### src/cca_pkg.sv
// ----------------------------------------------------------------------------
// cca_pkg: shared types and control program for the collision centroid block
// Holds the table geometry, the transaction and result payloads, the table
// entry layout and the read-only control program of the sequencer.
// ----------------------------------------------------------------------------
package cca_pkg;

    // Table geometry and field widths
    localparam int ENTRIES  = 16;
    localparam int IDX_W    = (ENTRIES > 1) ? $clog2(ENTRIES) : 1;
    localparam int EIDX_W   = 4;
    localparam int COUNT_W  = 24;
    localparam int SUM_W    = 40;
    localparam int POLY_W   = 8;
    localparam int COORD_W  = 8;
    localparam int DX_W     = 17;
    localparam int DY_W     = 16;
    localparam int ITER_W   = $clog2(SUM_W + 1);

    // Function codes of an input transaction
    typedef enum logic [1:0] {
        FUNC_CLEAR = 2'd0,
        FUNC_SLICE = 2'd1,
        FUNC_FINAL = 2'd2,
        FUNC_NONE  = 2'd3
    } cca_func_t;

    typedef struct packed {
        cca_func_t            func;
        logic [EIDX_W-1:0]    entry_a;
        logic [EIDX_W-1:0]    entry_b;
        logic [COORD_W-1:0]   row;
        logic [COORD_W-1:0]   x_start;
        logic [COORD_W-1:0]   x_end;
        logic [POLY_W-1:0]    poly_a;
        logic [POLY_W-1:0]    poly_b;
    } cca_cmd_t;

    typedef struct packed {
        logic [EIDX_W-1:0]    entry_index;
        logic [COUNT_W-1:0]   pixel_count;
        logic [SUM_W-1:0]     center_x;
        logic [SUM_W-1:0]     center_y;
        logic [POLY_W-1:0]    partner;
        logic                 last_entry;
    } cca_result_t;

    // One table entry as stored in the RAM
    typedef struct packed {
        logic [COUNT_W-1:0]   count;
        logic [SUM_W-1:0]     sum_x;
        logic [SUM_W-1:0]     sum_y;
        logic [POLY_W-1:0]    partner;
    } cca_entry_t;

    // Control word fields
    typedef enum logic [1:0] {
        RD_NONE = 2'd0,
        RD_A    = 2'd1,
        RD_B    = 2'd2,
        RD_K    = 2'd3
    } cca_rd_sel_t;

    typedef enum logic [1:0] {
        WR_NONE = 2'd0,
        WR_A    = 2'd1,
        WR_B    = 2'd2,
        WR_K    = 2'd3
    } cca_wr_sel_t;

    typedef enum logic [1:0] {
        SEQ_DISPATCH = 2'd0,
        SEQ_NEXT     = 2'd1,
        SEQ_IDLE     = 2'd2,
        SEQ_LOOP     = 2'd3
    } cca_seq_t;

    typedef struct packed {
        cca_rd_sel_t  rd_sel;
        cca_wr_sel_t  wr_sel;
        logic         div_go;
        logic         wait_div;
        logic         emit;
        cca_seq_t     seq;
    } cca_ctrl_t;

    // Program addresses
    localparam int PC_W = 3;
    localparam logic [PC_W-1:0] PC_IDLE   = 3'd0;
    localparam logic [PC_W-1:0] PC_SL_RDA = 3'd1;
    localparam logic [PC_W-1:0] PC_SL_WRA = 3'd2;
    localparam logic [PC_W-1:0] PC_SL_WRB = 3'd3;
    localparam logic [PC_W-1:0] PC_FN_RD  = 3'd4;
    localparam logic [PC_W-1:0] PC_FN_DIV = 3'd5;
    localparam logic [PC_W-1:0] PC_FN_WB  = 3'd6;

    // Control program: one word per step
    function automatic cca_ctrl_t ucode(input logic [PC_W-1:0] pc);
        cca_ctrl_t c;
        c = '{rd_sel: RD_NONE, wr_sel: WR_NONE, div_go: 1'b0, wait_div: 1'b0,
              emit: 1'b0, seq: SEQ_IDLE};
        unique case (pc)
            PC_IDLE:   c.seq = SEQ_DISPATCH;
            PC_SL_RDA: begin
                c.rd_sel = RD_A;
                c.seq    = SEQ_NEXT;
            end
            PC_SL_WRA: begin
                c.rd_sel = RD_B;
                c.wr_sel = WR_A;
                c.seq    = SEQ_NEXT;
            end
            PC_SL_WRB: begin
                c.wr_sel = WR_B;
                c.seq    = SEQ_IDLE;
            end
            PC_FN_RD:  begin
                c.rd_sel = RD_K;
                c.seq    = SEQ_NEXT;
            end
            PC_FN_DIV: begin
                c.div_go = 1'b1;
                c.seq    = SEQ_NEXT;
            end
            PC_FN_WB:  begin
                c.wr_sel   = WR_K;
                c.wait_div = 1'b1;
                c.emit     = 1'b1;
                c.seq      = SEQ_LOOP;
            end
            default:   c.seq = SEQ_IDLE;
        endcase
        return c;
    endfunction

endpackage

### src/cca_ram.sv
// ----------------------------------------------------------------------------
// cca_ram: generic single-write, single-read RAM
// One write port and one read port; the read data is registered.
// ----------------------------------------------------------------------------
module cca_ram #(
    parameter int WIDTH = 8,
    parameter int DEPTH = 16,
    parameter int ADDR_W = (DEPTH > 1) ? $clog2(DEPTH) : 1
) (
    input  logic              clk,
    input  logic              we,
    input  logic [ADDR_W-1:0] waddr,
    input  logic [WIDTH-1:0]  wdata,
    input  logic [ADDR_W-1:0] raddr,
    output logic [WIDTH-1:0]  rdata
);

    logic [WIDTH-1:0] mem [DEPTH];

    // Write port
    always_ff @(posedge clk)
    begin
        if (we)
        begin
            mem[waddr] <= wdata;
        end
    end

    // Registered read port
    always_ff @(posedge clk)
    begin
        rdata <= mem[raddr];
    end

endmodule

### src/cca_div.sv
// ----------------------------------------------------------------------------
// cca_div: dual restoring divider with a shared divisor
// Divides the x and y sums by the pixel count, one quotient bit per cycle
// for each of the two dividends.
// ----------------------------------------------------------------------------
module cca_div (
    input  logic                         clk,
    input  logic                         rst_n,
    input  logic                         start,
    input  logic [cca_pkg::SUM_W-1:0]    dividend_x,
    input  logic [cca_pkg::SUM_W-1:0]    dividend_y,
    input  logic [cca_pkg::COUNT_W-1:0]  divisor,
    output logic                         busy,
    output logic [cca_pkg::SUM_W-1:0]    quot_x,
    output logic [cca_pkg::SUM_W-1:0]    quot_y
);
    import cca_pkg::*;

    logic [ITER_W-1:0]   iter_reg;
    logic [SUM_W-1:0]    qx_reg;
    logic [SUM_W-1:0]    qy_reg;
    logic [COUNT_W-1:0]  rx_reg;
    logic [COUNT_W-1:0]  ry_reg;
    logic [COUNT_W-1:0]  dvs_reg;
    logic [COUNT_W:0]    stx;
    logic [COUNT_W:0]    sty;

    // One restoring step: returns {quotient bit, new remainder}
    function automatic logic [COUNT_W:0] div_step(input logic [COUNT_W-1:0] rem,
                                                  input logic               msb,
                                                  input logic [COUNT_W-1:0] dvs);
        logic [COUNT_W:0] sh;
        logic [COUNT_W:0] diff;
        sh   = {rem, msb};
        diff = sh - {1'b0, dvs};
        if (sh >= {1'b0, dvs})
        begin
            return {1'b1, diff[COUNT_W-1:0]};
        end
        return {1'b0, sh[COUNT_W-1:0]};
    endfunction

    assign stx = div_step(rx_reg, qx_reg[SUM_W-1], dvs_reg);
    assign sty = div_step(ry_reg, qy_reg[SUM_W-1], dvs_reg);

    // Count the iterations
    always_ff @(posedge clk or negedge rst_n)
    begin
        if (!rst_n)
        begin
            iter_reg <= '0;
        end
        else if (start)
        begin
            iter_reg <= ITER_W'(SUM_W);
        end
        else if (busy)
        begin
            iter_reg <= iter_reg - ITER_W'(1);
        end
    end

    // Shift quotient bits in, keep the partial remainders
    always_ff @(posedge clk)
    begin
        if (start)
        begin
            qx_reg  <= dividend_x;
            qy_reg  <= dividend_y;
            rx_reg  <= '0;
            ry_reg  <= '0;
            dvs_reg <= divisor;
        end
        else if (busy)
        begin
            qx_reg <= {qx_reg[SUM_W-2:0], stx[COUNT_W]};
            qy_reg <= {qy_reg[SUM_W-2:0], sty[COUNT_W]};
            rx_reg <= stx[COUNT_W-1:0];
            ry_reg <= sty[COUNT_W-1:0];
        end
    end

    assign busy   = (iter_reg != '0);
    assign quot_x = qx_reg;
    assign quot_y = qy_reg;

endmodule

### src/collision_centroid_accumulator.sv
// ----------------------------------------------------------------------------
// collision_centroid_accumulator: per-entry overlap centroids
// Accumulates overlapping spans into a table of collision entries and turns
// the sums into centroids at frame end, reporting every entry.
// ----------------------------------------------------------------------------
// Usage:
//   A transaction on cmd is taken at a rising edge with start high and busy
//   low. Clear (frame start) leaves busy low. A slice keeps busy high while
//   it does one RAM read-modify-write for each of the two named entries.
//   Finalize walks the table. Each entry runs 3 sequencer steps (read,
//   divide, write back); an entry with a nonzero count also waits for the
//   bit-serial divider, and an entry with a zero count skips the divider.
//   Each reported entry appears on result for one cycle with result_valid
//   high, in index order, the final one marked by last_entry. The receiver
//   cannot hold results off, and none are ever dropped.
//   Reset clears the table (per-entry valid bits) and the sequencer, and the
//   block is ready as soon as reset is released.
// ----------------------------------------------------------------------------
module collision_centroid_accumulator (
    input  logic                  clk,
    input  logic                  rst_n,
    input  logic                  start,
    output logic                  busy,
    input  cca_pkg::cca_cmd_t     cmd,
    output logic                  result_valid,
    output cca_pkg::cca_result_t  result
);
    import cca_pkg::*;

    // Sequencer state
    logic [PC_W-1:0]     pc_reg, pc_next;
    logic [IDX_W-1:0]    k_reg, k_next;
    logic [ENTRIES-1:0]  valid_reg, valid_next;
    logic [IDX_W-1:0]    rd_addr_reg;
    logic                out_valid_reg, out_valid_next;

    // Held transaction and span terms
    cca_cmd_t            cmd_reg;
    logic [COORD_W-1:0]  len_reg;
    logic [DX_W-1:0]     dx_reg;
    logic [DY_W-1:0]     dy_reg;
    cca_entry_t          rec_reg;
    cca_entry_t          fwd_reg;
    cca_result_t         out_reg, out_next;

    cca_ctrl_t           ctrl;
    logic                accept;
    logic                stall;
    logic                k_last;
    logic [COORD_W-1:0]  len;
    logic [DY_W-1:0]     xl;
    logic [DX_W-1:0]     tri_w;
    logic [IDX_W-1:0]    addr_a, addr_b;
    logic                in_a, in_b;
    logic [IDX_W-1:0]    raddr;
    cca_entry_t          rdata, rd_rec, b_src;
    logic                we;
    logic [IDX_W-1:0]    waddr;
    cca_entry_t          wdata;
    logic                div_start, div_busy;
    logic [SUM_W-1:0]    quot_x, quot_y;
    logic [SUM_W-1:0]    fin_x, fin_y;

    // Add one span to an entry
    function automatic cca_entry_t add_span(input cca_entry_t e,
                                            input logic [COORD_W-1:0] l,
                                            input logic [DX_W-1:0] dx,
                                            input logic [DY_W-1:0] dy,
                                            input logic [POLY_W-1:0] other);
        cca_entry_t r;
        r.count   = e.count + COUNT_W'(l);
        r.sum_x   = e.sum_x + SUM_W'(dx);
        r.sum_y   = e.sum_y + SUM_W'(dy);
        r.partner = other;
        return r;
    endfunction

    // Span terms from the incoming transaction
    assign len   = (cmd.x_end >= cmd.x_start) ? (cmd.x_end - cmd.x_start) : '0;
    assign xl    = DY_W'(cmd.x_start) * DY_W'(len);
    assign tri_w = (DX_W'(len) + DX_W'(1)) * DX_W'(len);

    assign accept = start && !busy;
    assign busy   = (pc_reg != PC_IDLE);
    assign ctrl   = ucode(pc_reg);
    assign stall  = ctrl.wait_div && div_busy;
    assign k_last = (k_reg == IDX_W'(ENTRIES - 1));

    assign addr_a = IDX_W'(cmd_reg.entry_a);
    assign addr_b = IDX_W'(cmd_reg.entry_b);
    assign in_a   = (32'(cmd_reg.entry_a) < ENTRIES);
    assign in_b   = (32'(cmd_reg.entry_b) < ENTRIES);

    // Select the read address
    always_comb
    begin
        unique case (ctrl.rd_sel)
            RD_A:    raddr = addr_a;
            RD_B:    raddr = addr_b;
            RD_K:    raddr = k_reg;
            default: raddr = rd_addr_reg;
        endcase
    end

    // Entries never written since the last clear read as zero
    assign rd_rec = valid_reg[rd_addr_reg] ? rdata : '0;
    assign b_src  = (cmd_reg.entry_b == cmd_reg.entry_a) ? fwd_reg : rd_rec;

    // Finalized centroids, left alone when the count is zero
    assign fin_x = (rec_reg.count != '0) ? quot_x : rec_reg.sum_x;
    assign fin_y = (rec_reg.count != '0) ? quot_y : rec_reg.sum_y;

    // Select the write port
    always_comb
    begin
        we    = 1'b0;
        waddr = k_reg;
        wdata = add_span(rd_rec, len_reg, dx_reg, dy_reg, cmd_reg.poly_b);
        unique case (ctrl.wr_sel)
            WR_A:
            begin
                we    = in_a;
                waddr = addr_a;
            end
            WR_B:
            begin
                we    = in_b;
                waddr = addr_b;
                wdata = add_span(b_src, len_reg, dx_reg, dy_reg, cmd_reg.poly_a);
            end
            WR_K:
            begin
                we    = !stall;
                waddr = k_reg;
                wdata = '{count: rec_reg.count, sum_x: fin_x, sum_y: fin_y,
                          partner: rec_reg.partner};
            end
            default: we = 1'b0;
        endcase
    end

    assign div_start = ctrl.div_go && (rd_rec.count != '0);

    // Advance the program
    always_comb
    begin
        pc_next        = pc_reg;
        k_next         = k_reg;
        valid_next     = valid_reg;
        out_valid_next = 1'b0;
        out_next       = out_reg;
        if (we)
        begin
            valid_next[waddr] = 1'b1;
        end
        if (ctrl.emit && !stall)
        begin
            out_valid_next       = 1'b1;
            out_next.entry_index = EIDX_W'(k_reg);
            out_next.pixel_count = rec_reg.count;
            out_next.center_x    = fin_x;
            out_next.center_y    = fin_y;
            out_next.partner     = rec_reg.partner;
            out_next.last_entry  = k_last;
        end
        unique case (ctrl.seq)
            SEQ_DISPATCH:
            begin
                if (accept)
                begin
                    unique case (cmd.func)
                        FUNC_CLEAR: valid_next = '0;
                        FUNC_SLICE: pc_next = PC_SL_RDA;
                        FUNC_FINAL:
                        begin
                            pc_next = PC_FN_RD;
                            k_next  = '0;
                        end
                        default:    pc_next = PC_IDLE;
                    endcase
                end
            end
            SEQ_NEXT: pc_next = pc_reg + PC_W'(1);
            SEQ_IDLE: pc_next = PC_IDLE;
            default:
            begin
                if (!stall)
                begin
                    if (k_last)
                    begin
                        pc_next = PC_IDLE;
                        k_next  = '0;
                    end
                    else
                    begin
                        pc_next = PC_FN_RD;
                        k_next  = k_reg + IDX_W'(1);
                    end
                end
            end
        endcase
    end

    // Control registers
    always_ff @(posedge clk or negedge rst_n)
    begin
        if (!rst_n)
        begin
            pc_reg        <= PC_IDLE;
            k_reg         <= '0;
            valid_reg     <= '0;
            rd_addr_reg   <= '0;
            out_valid_reg <= 1'b0;
        end
        else
        begin
            pc_reg        <= pc_next;
            k_reg         <= k_next;
            valid_reg     <= valid_next;
            rd_addr_reg   <= raddr;
            out_valid_reg <= out_valid_next;
        end
    end

    // Payload registers
    always_ff @(posedge clk)
    begin
        if (accept)
        begin
            cmd_reg <= cmd;
            len_reg <= len;
            dx_reg  <= DX_W'(xl) + (tri_w >> 1);
            dy_reg  <= DY_W'(len) * DY_W'(cmd.row);
        end
        if (ctrl.wr_sel == WR_A)
        begin
            fwd_reg <= wdata;
        end
        if (ctrl.div_go)
        begin
            rec_reg <= rd_rec;
        end
        out_reg <= out_next;
    end

    cca_ram #(
        .WIDTH ($bits(cca_entry_t)),
        .DEPTH (ENTRIES)
    ) u_table (
        .clk   (clk),
        .we    (we),
        .waddr (waddr),
        .wdata (wdata),
        .raddr (raddr),
        .rdata (rdata)
    );

    cca_div u_div (
        .clk        (clk),
        .rst_n      (rst_n),
        .start      (div_start),
        .dividend_x (rd_rec.sum_x),
        .dividend_y (rd_rec.sum_y),
        .divisor    (rd_rec.count),
        .busy       (div_busy),
        .quot_x     (quot_x),
        .quot_y     (quot_y)
    );

    assign result_valid = out_valid_reg;
    assign result       = out_reg;

endmodule

### config.mk
export PLATFORM = sky130hd
export DESIGN_NAME = collision_centroid_accumulator
export DESIGN_NICKNAME = d
export VERILOG_FILES = /design/src/cca_pkg.sv /design/src/cca_ram.sv /design/src/cca_div.sv /design/src/collision_centroid_accumulator.sv
export SDC_FILE = /design/constraint.sdc
export NUM_CORES = 2
export LEC_CHECK = 0
export ABC_CLOCK_PERIOD_IN_PS = 14870
export BUFFER_PORTS_ARGS = -buffer_cell sky130_fd_sc_hd__buf_2
export CAP_MARGIN = 40
export CORE_MARGIN = 10
export CORE_UTILIZATION = 53
export CTS_BUF_LIST = sky130_fd_sc_hd__clkbuf_4
export DETAILED_ROUTE_END_ITERATION = 16
export PLACE_DENSITY = 0.65
export SLEW_MARGIN = 10
export SYNTH_ARGS = -nofsm -noshare
export SYNTH_HDL_FRONTEND = slang
export SYNTH_HIERARCHICAL = 1
export SYNTH_SLANG_ARGS = --single-unit
### constraint.sdc
create_clock -name clk -period 14.87 [get_ports clk]
set_input_delay 1.487 -clock clk [delete_from_list [all_inputs] [get_ports clk]]
set_output_delay 1.487 -clock clk [all_outputs]
set_load 0.005 [all_outputs]
Word level (Yosys, flattened, before mapping). Memory sizes are Yosys's and may differ from the RTL's. A register that Yosys moved wholly into a read port is not among the register bits. Index checks and enable logic that the tools add are counted.

Eq/ne operators: 23. Multipliers: 3. $lt $le $gt $ge: 6. $add $sub $neg: 14. Mux-type cells: 47. Bitwise gates (word level): 2. Reduce and logical (&&, ||, !) cells: 20.

Operator list (number): $mux 40 (6); $mux 112 (2); $pmux 112 s2 (1); $mux 25 (4); $add 40x16->40 (2); $add 40x17->40 (2); $mux 16 (4); $ge 25x24->1 (2); $add 24x8->24 (2); $reduce_bool 24->1 (2); $sub 24x24->24 (2); $mul 8x8->16 (2); $pmux 2 s3 (3); $pmux 3 s3 (2); $add 16x16->17 (1); $mul 9x8->17 (1); $mux 4 (4); $or 16x16->16 (1); $pmux 4 s2 (2); $eq 2x2->1 const B (6); $mux 6 (2); $pmux 4 s3 (1); $lt 4x5->1 const B (2); $add 8x1->9 const B (1); other kinds (34) (58).

Bits in writable memories: 1792. Register bits after elaboration: 592. Memories: 1. Input port bits: 53.

Memories: u_table.mem (depth 16, width 112, read ports 1, clocked after memory_dff 1, wr ports 1, line cca_ram.sv:18) `logic [WIDTH-1:0] mem [DEPTH];`.

Longest topological paths before layout.
Depth after elaboration: 13. Mapped depth: 41. Mapped depth without buffers: 40.

Hierarchy. Netlist, hierarchy kept.

By module, submodules not included: cca_ram (area each 69170.1 um^2, cells each 2864, instances 1); collision_centroid_accumulator (area each 28828.9 um^2, cells each 2634, instances 1); cca_div (area each 9125.0 um^2, cells each 848, instances 1).

Worst setup path before layout. No wires, ideal clock.

Kind: reg2reg. From: reg pc_reg[0]. To: mem u_table/mem[12][0] in the netlist's numbering (enable). Slack: 1.547 ns. Arrival: 12.604 ns. Stages on the path, launching flop included: 12. Path through: dfrtp_1 inv_1 ha_1 nand2_1 nand2_1 inv_1 clkbuf_1 ha_1 a22oi_1 a21oi_1 nand3_1 nor3_1.

Elaborated cells on any way between the ends: 15.

RTL lines: start: declaration (line collision_centroid_accumulator.sv:31) `logic [PC_W-1:0] pc_reg, pc_next;`; start signal: assignment (line collision_centroid_accumulator.sv:217) `pc_reg <= pc_next;`; $eq 3x3->1 or $eq 3x2->1 (tied branches) (line cca_pkg.sv:102) `unique case (pc)`; $pmux 2 s3 (*) (line cca_pkg.sv:102); $eq 2x2->1 or $eq 2x1->1 (tied branches) (line collision_centroid_accumulator.sv:119) `unique case (ctrl.wr_sel)`; $pmux 4 s2 (*) (line collision_centroid_accumulator.sv:119); net waddr[3] (line collision_centroid_accumulator.sv:58) `logic [IDX_W-1:0] waddr;`; end: declaration (line cca_ram.sv:18).

Mark *: on every way through the listed nets, which the timed path passes. The rest lies on a longest branch.

Worst setup path after layout.
From: in cmd[24] in the netlist's numbering. To: reg dx_reg[16] (data pin).

Word-level cells in the longest chain between the ends: 5. Elaborated cells on any way between the ends: 7.

RTL lines: start: declaration (line collision_centroid_accumulator.sv:24) `input cca_pkg::cca_cmd_t cmd,`; $sub 8x8->8 or $ge 8x8->1 (tied branches) (line collision_centroid_accumulator.sv:79) `assign len = (cmd.x_end >= cmd.x_start) ? (cmd.x_end - cmd.x_start) : '0;`; $mux 8 (line collision_centroid_accumulator.sv:79); $add 8x1->9 (line collision_centroid_accumulator.sv:81) `assign tri_w = (DX_W'(len) + DX_W'(1)) * DX_W'(len);`; $mul 9x8->17 (line collision_centroid_accumulator.sv:81); $add 16x16->17 (*) (line collision_centroid_accumulator.sv:232) `dx_reg <= DX_W'(xl) + (tri_w >> 1);`; end signal: assignment (line collision_centroid_accumulator.sv:232); end: declaration (line collision_centroid_accumulator.sv:40) `logic [DX_W-1:0] dx_reg;`.

Mark *: on every way between the ends. The rest lies on a longest branch, timed or not. A chain may end at the register's enable or synchronous reset.

==> impl_metrics.env <==
export IMPL_outcome="complete, no violations"
export IMPL_ioPinCount=172
export IMPL_final_seq_area_um2=72900
export IMPL_timing_max_cap_violations=0
export IMPL_die_area_um2=221000
export IMPL_post_dp_hpwl_um=156000
export IMPL_num_vias=61946
export IMPL_postSynthAreaPerCell_um2=16.9
export IMPL_slew_violations=0
export IMPL_cpPeakStageDelay_ps=710
export IMPL_area_used_by_multi_input_combinational_logic_um2=31900
export IMPL_max_slew_worst_pin_slew_ps=1170
export IMPL_drc=0
export IMPL_post_synth_top_area_fraction_pct=64.3
export IMPL_global_route_overflow_total=0
export IMPL_total_negative_setup_slacks_ps=0
export IMPL_crit_path_max_fanout=18
export IMPL_post_route_cells_drive_above_1_share_pct=28.6
export IMPL_grt_start_max_net_pins=125
export IMPL_worst_ep_arrival_time_ps=12570
export IMPL_vdd_ir_drop_max_mv=0.356
export IMPL_synth_enable_flop_cells=2294
export IMPL_fin_nets=7509
export IMPL_die_height_um=470
export IMPL_core_area_um2=200000
export IMPL_setup_violations_final=0
export IMPL_layout_cells_most_common="edfxtp_1"
export IMPL_die_x_extent_um=470
export IMPL_row_count=164
export IMPL_pre_cts_slack_ps=2100
export IMPL_first_global_vias=64261
export IMPL_placer_congestion_estimate=0.905
export IMPL_post_cts_setup_buffer_count=0
export IMPL_slowest_cell_on_the_critical_path="a21oi_2"
export IMPL_grt_first_pass_wirelength_um=413000
export IMPL_holdCritPathClass="in -> async"
export IMPL_drtPass1Iterations=6
export IMPL_routed_wl_um=278000
export IMPL_setup_ws_ps=3420
export IMPL_worst_skew_pair_late_latency_ps=1440
export IMPL_post_drt_via_cell_ratio=6.04
export IMPL_fmax_ghz=0.0874
export IMPL_antenna_found_initial=8
export IMPL_synth_largest_area_cell="edfxtp_1"
export IMPL_h_tree_depth=6
export IMPL_ys_types=110
export IMPL_cp_required_ps=16000
export IMPL_synthesis_nets=6759
export IMPL_cts_tree="yes"
export IMPL_maximum_clock_path_buffer_count=4
export IMPL_wl_per_cell_um=27.1
export IMPL_netlist_top_cells_area="edfxtp_1 (64%), mux4_2 (9.5%), dfxtp_1 (3.0%)"
export IMPL_final_critical_path_time_including_i_o_delays_and_setup_ps=11450
export IMPL_postCtsHoldBufs=0
export IMPL_initial_core_util_pct=53.4
export IMPL_ys_ff_latch=2488
export IMPL_synth_main_ff_cell="edfxtp_1"
export IMPL_synth_seq_area_share_pct=68.1
export IMPL_slew_limit_headroom_pct=21.9
export IMPL_largest_register_ff_count=1792
export IMPL_number_of_cells_produced_by_synthesis=6346
export IMPL_most_common_layout_cells="edfxtp_1 (2294), clkbuf_4 (987), mux4_2 (452)"
export IMPL_cts_sinks=2488
export IMPL_worst_setup_path_start_kind="primary input"
export IMPL_area_growth_syn_to_layout_pct=12.6
export IMPL_detail_route_iter0_violations=6504
export IMPL_largest_register="u_table/mem"
export IMPL_fin_worst_skew_ps=117
export IMPL_worstSetupPathType="in -> reg"
export IMPL_unrepaired_setup_endpoints_after_global_routing="no"
export IMPL_syn_area_um2=107000
export IMPL_fillCellCount=15182
export IMPL_static_leakage_power_nw=43.4
export IMPL_hold_violations=0
export IMPL_ys_warnings_count=6
export IMPL_clkTransAtPathRegs_ps=70
export IMPL_timing_critical_path_to_type="register"
export IMPL_cts_resized=0
export IMPL_placement_io_buffers=171
export IMPL_total_cts_buffers=649
export IMPL_power_per_cell_area_nw_per_um2=260
export IMPL_grt_usage_pct=24.9
export IMPL_synth_async_sr_flop_share_pct=1.37
export IMPL_cts_root_buffer_cell="clkbuf_4"
export IMPL_ant_nets=0
export IMPL_timing_final_crit_share_pct=77.0
export IMPL_path_common_cell="fa_1"
critical path, delay by kind of cell:
kind                       cells  cell delay (ps)
xor gates and xnor gates       1              120
buffers and inverters          6              420
AOI/OAI and AO/OA             11             2810
and+or+nand+nor                7             1740
adders and majority gates     14             5950
worst paths after layout:
kind,startpoint,endpoint,slack [ps],depth (start not counted)
worst max-delay path,cmd[24],dx_reg[16],3420,39
worst min-delay path,rst_n,pc_reg[1],210,1
worst max register to register,pc_reg[0],u_table/mem[7][40],7100,21
worst min register to register,rec_reg[4],result[5],450,0
max in group asynchronous,rst_n,valid_reg[13],14120,1
min in group clk,cmd[42],addr_b[2],300,1
cells in the mapped netlist (90+ instances only):
master	n
mux4_2	453
xnor2_1	90
ha_1	225
nand2_1	420
edfxtp_1	2294
inv_1	300
a22oi_1	242
a21oi_1	128
nor2_1	252
o21ai_0	125
and2_1	171
fa_1	135
clkbuf_1	153
dfxtp_1	160
mux2_2	200
cells by family after synthesis:
kind of cell / synth area share [%]
compound gates: 5.38
mux: 12.3
fa+ha+maj: 5.15
simple gates: 5.44
buf+inv: 2.37
xor+xnor: 1.26
flops: 68.1
routing by layer:
metal,track usage [%],vias up,wire length [µm]
met4,8.58,0,7950
met2,39.7,2829,132000
met3,4.97,476,22600
met1,34.5,31977,115000
met5,0,-,0
li1,-,26664,-
through the flow:
step                      hold WS [ps]  area (µm²)  total power, W  std cells  util [%]
final                              212      121000          0.0313      10253      60.2
after global placement             442      111000          0.0249       9028      55.6
after detailed placement           437      112000          0.0256       9098      56.0
after floorplan                    427      107000          0.0212       6346         -
after global routing               165      121000          0.0332      10253      60.2
after CTS                         57.8      121000          0.0315      10247      60.1
cell type report:
type | count | share of cell area, %
Sequential cell | 2488 | 60.5
Multi-Input combinational cell | 3271 | 26.5
Clock buffer | 987 | 6.14
Tap cell | 2656 | 2.75
Timing Repair Buffer | 382 | 2.51
Inverter | 304 | 0.946
Clock inverter | 162 | 0.719
Antenna cell | 3 | 0.00622
power breakdown:
group / internal (W) / total (W) / switching (W)
clock network: 0.00316 / 0.00591 / 0.00275
logic: 0.00541 / 0.0138 / 0.00844
registers: 0.0111 / 0.0116 / 0.000455
total: 0.0197 / 0.0313 / 0.0116
No activity file was read; power rests on OpenSTA's default activity.
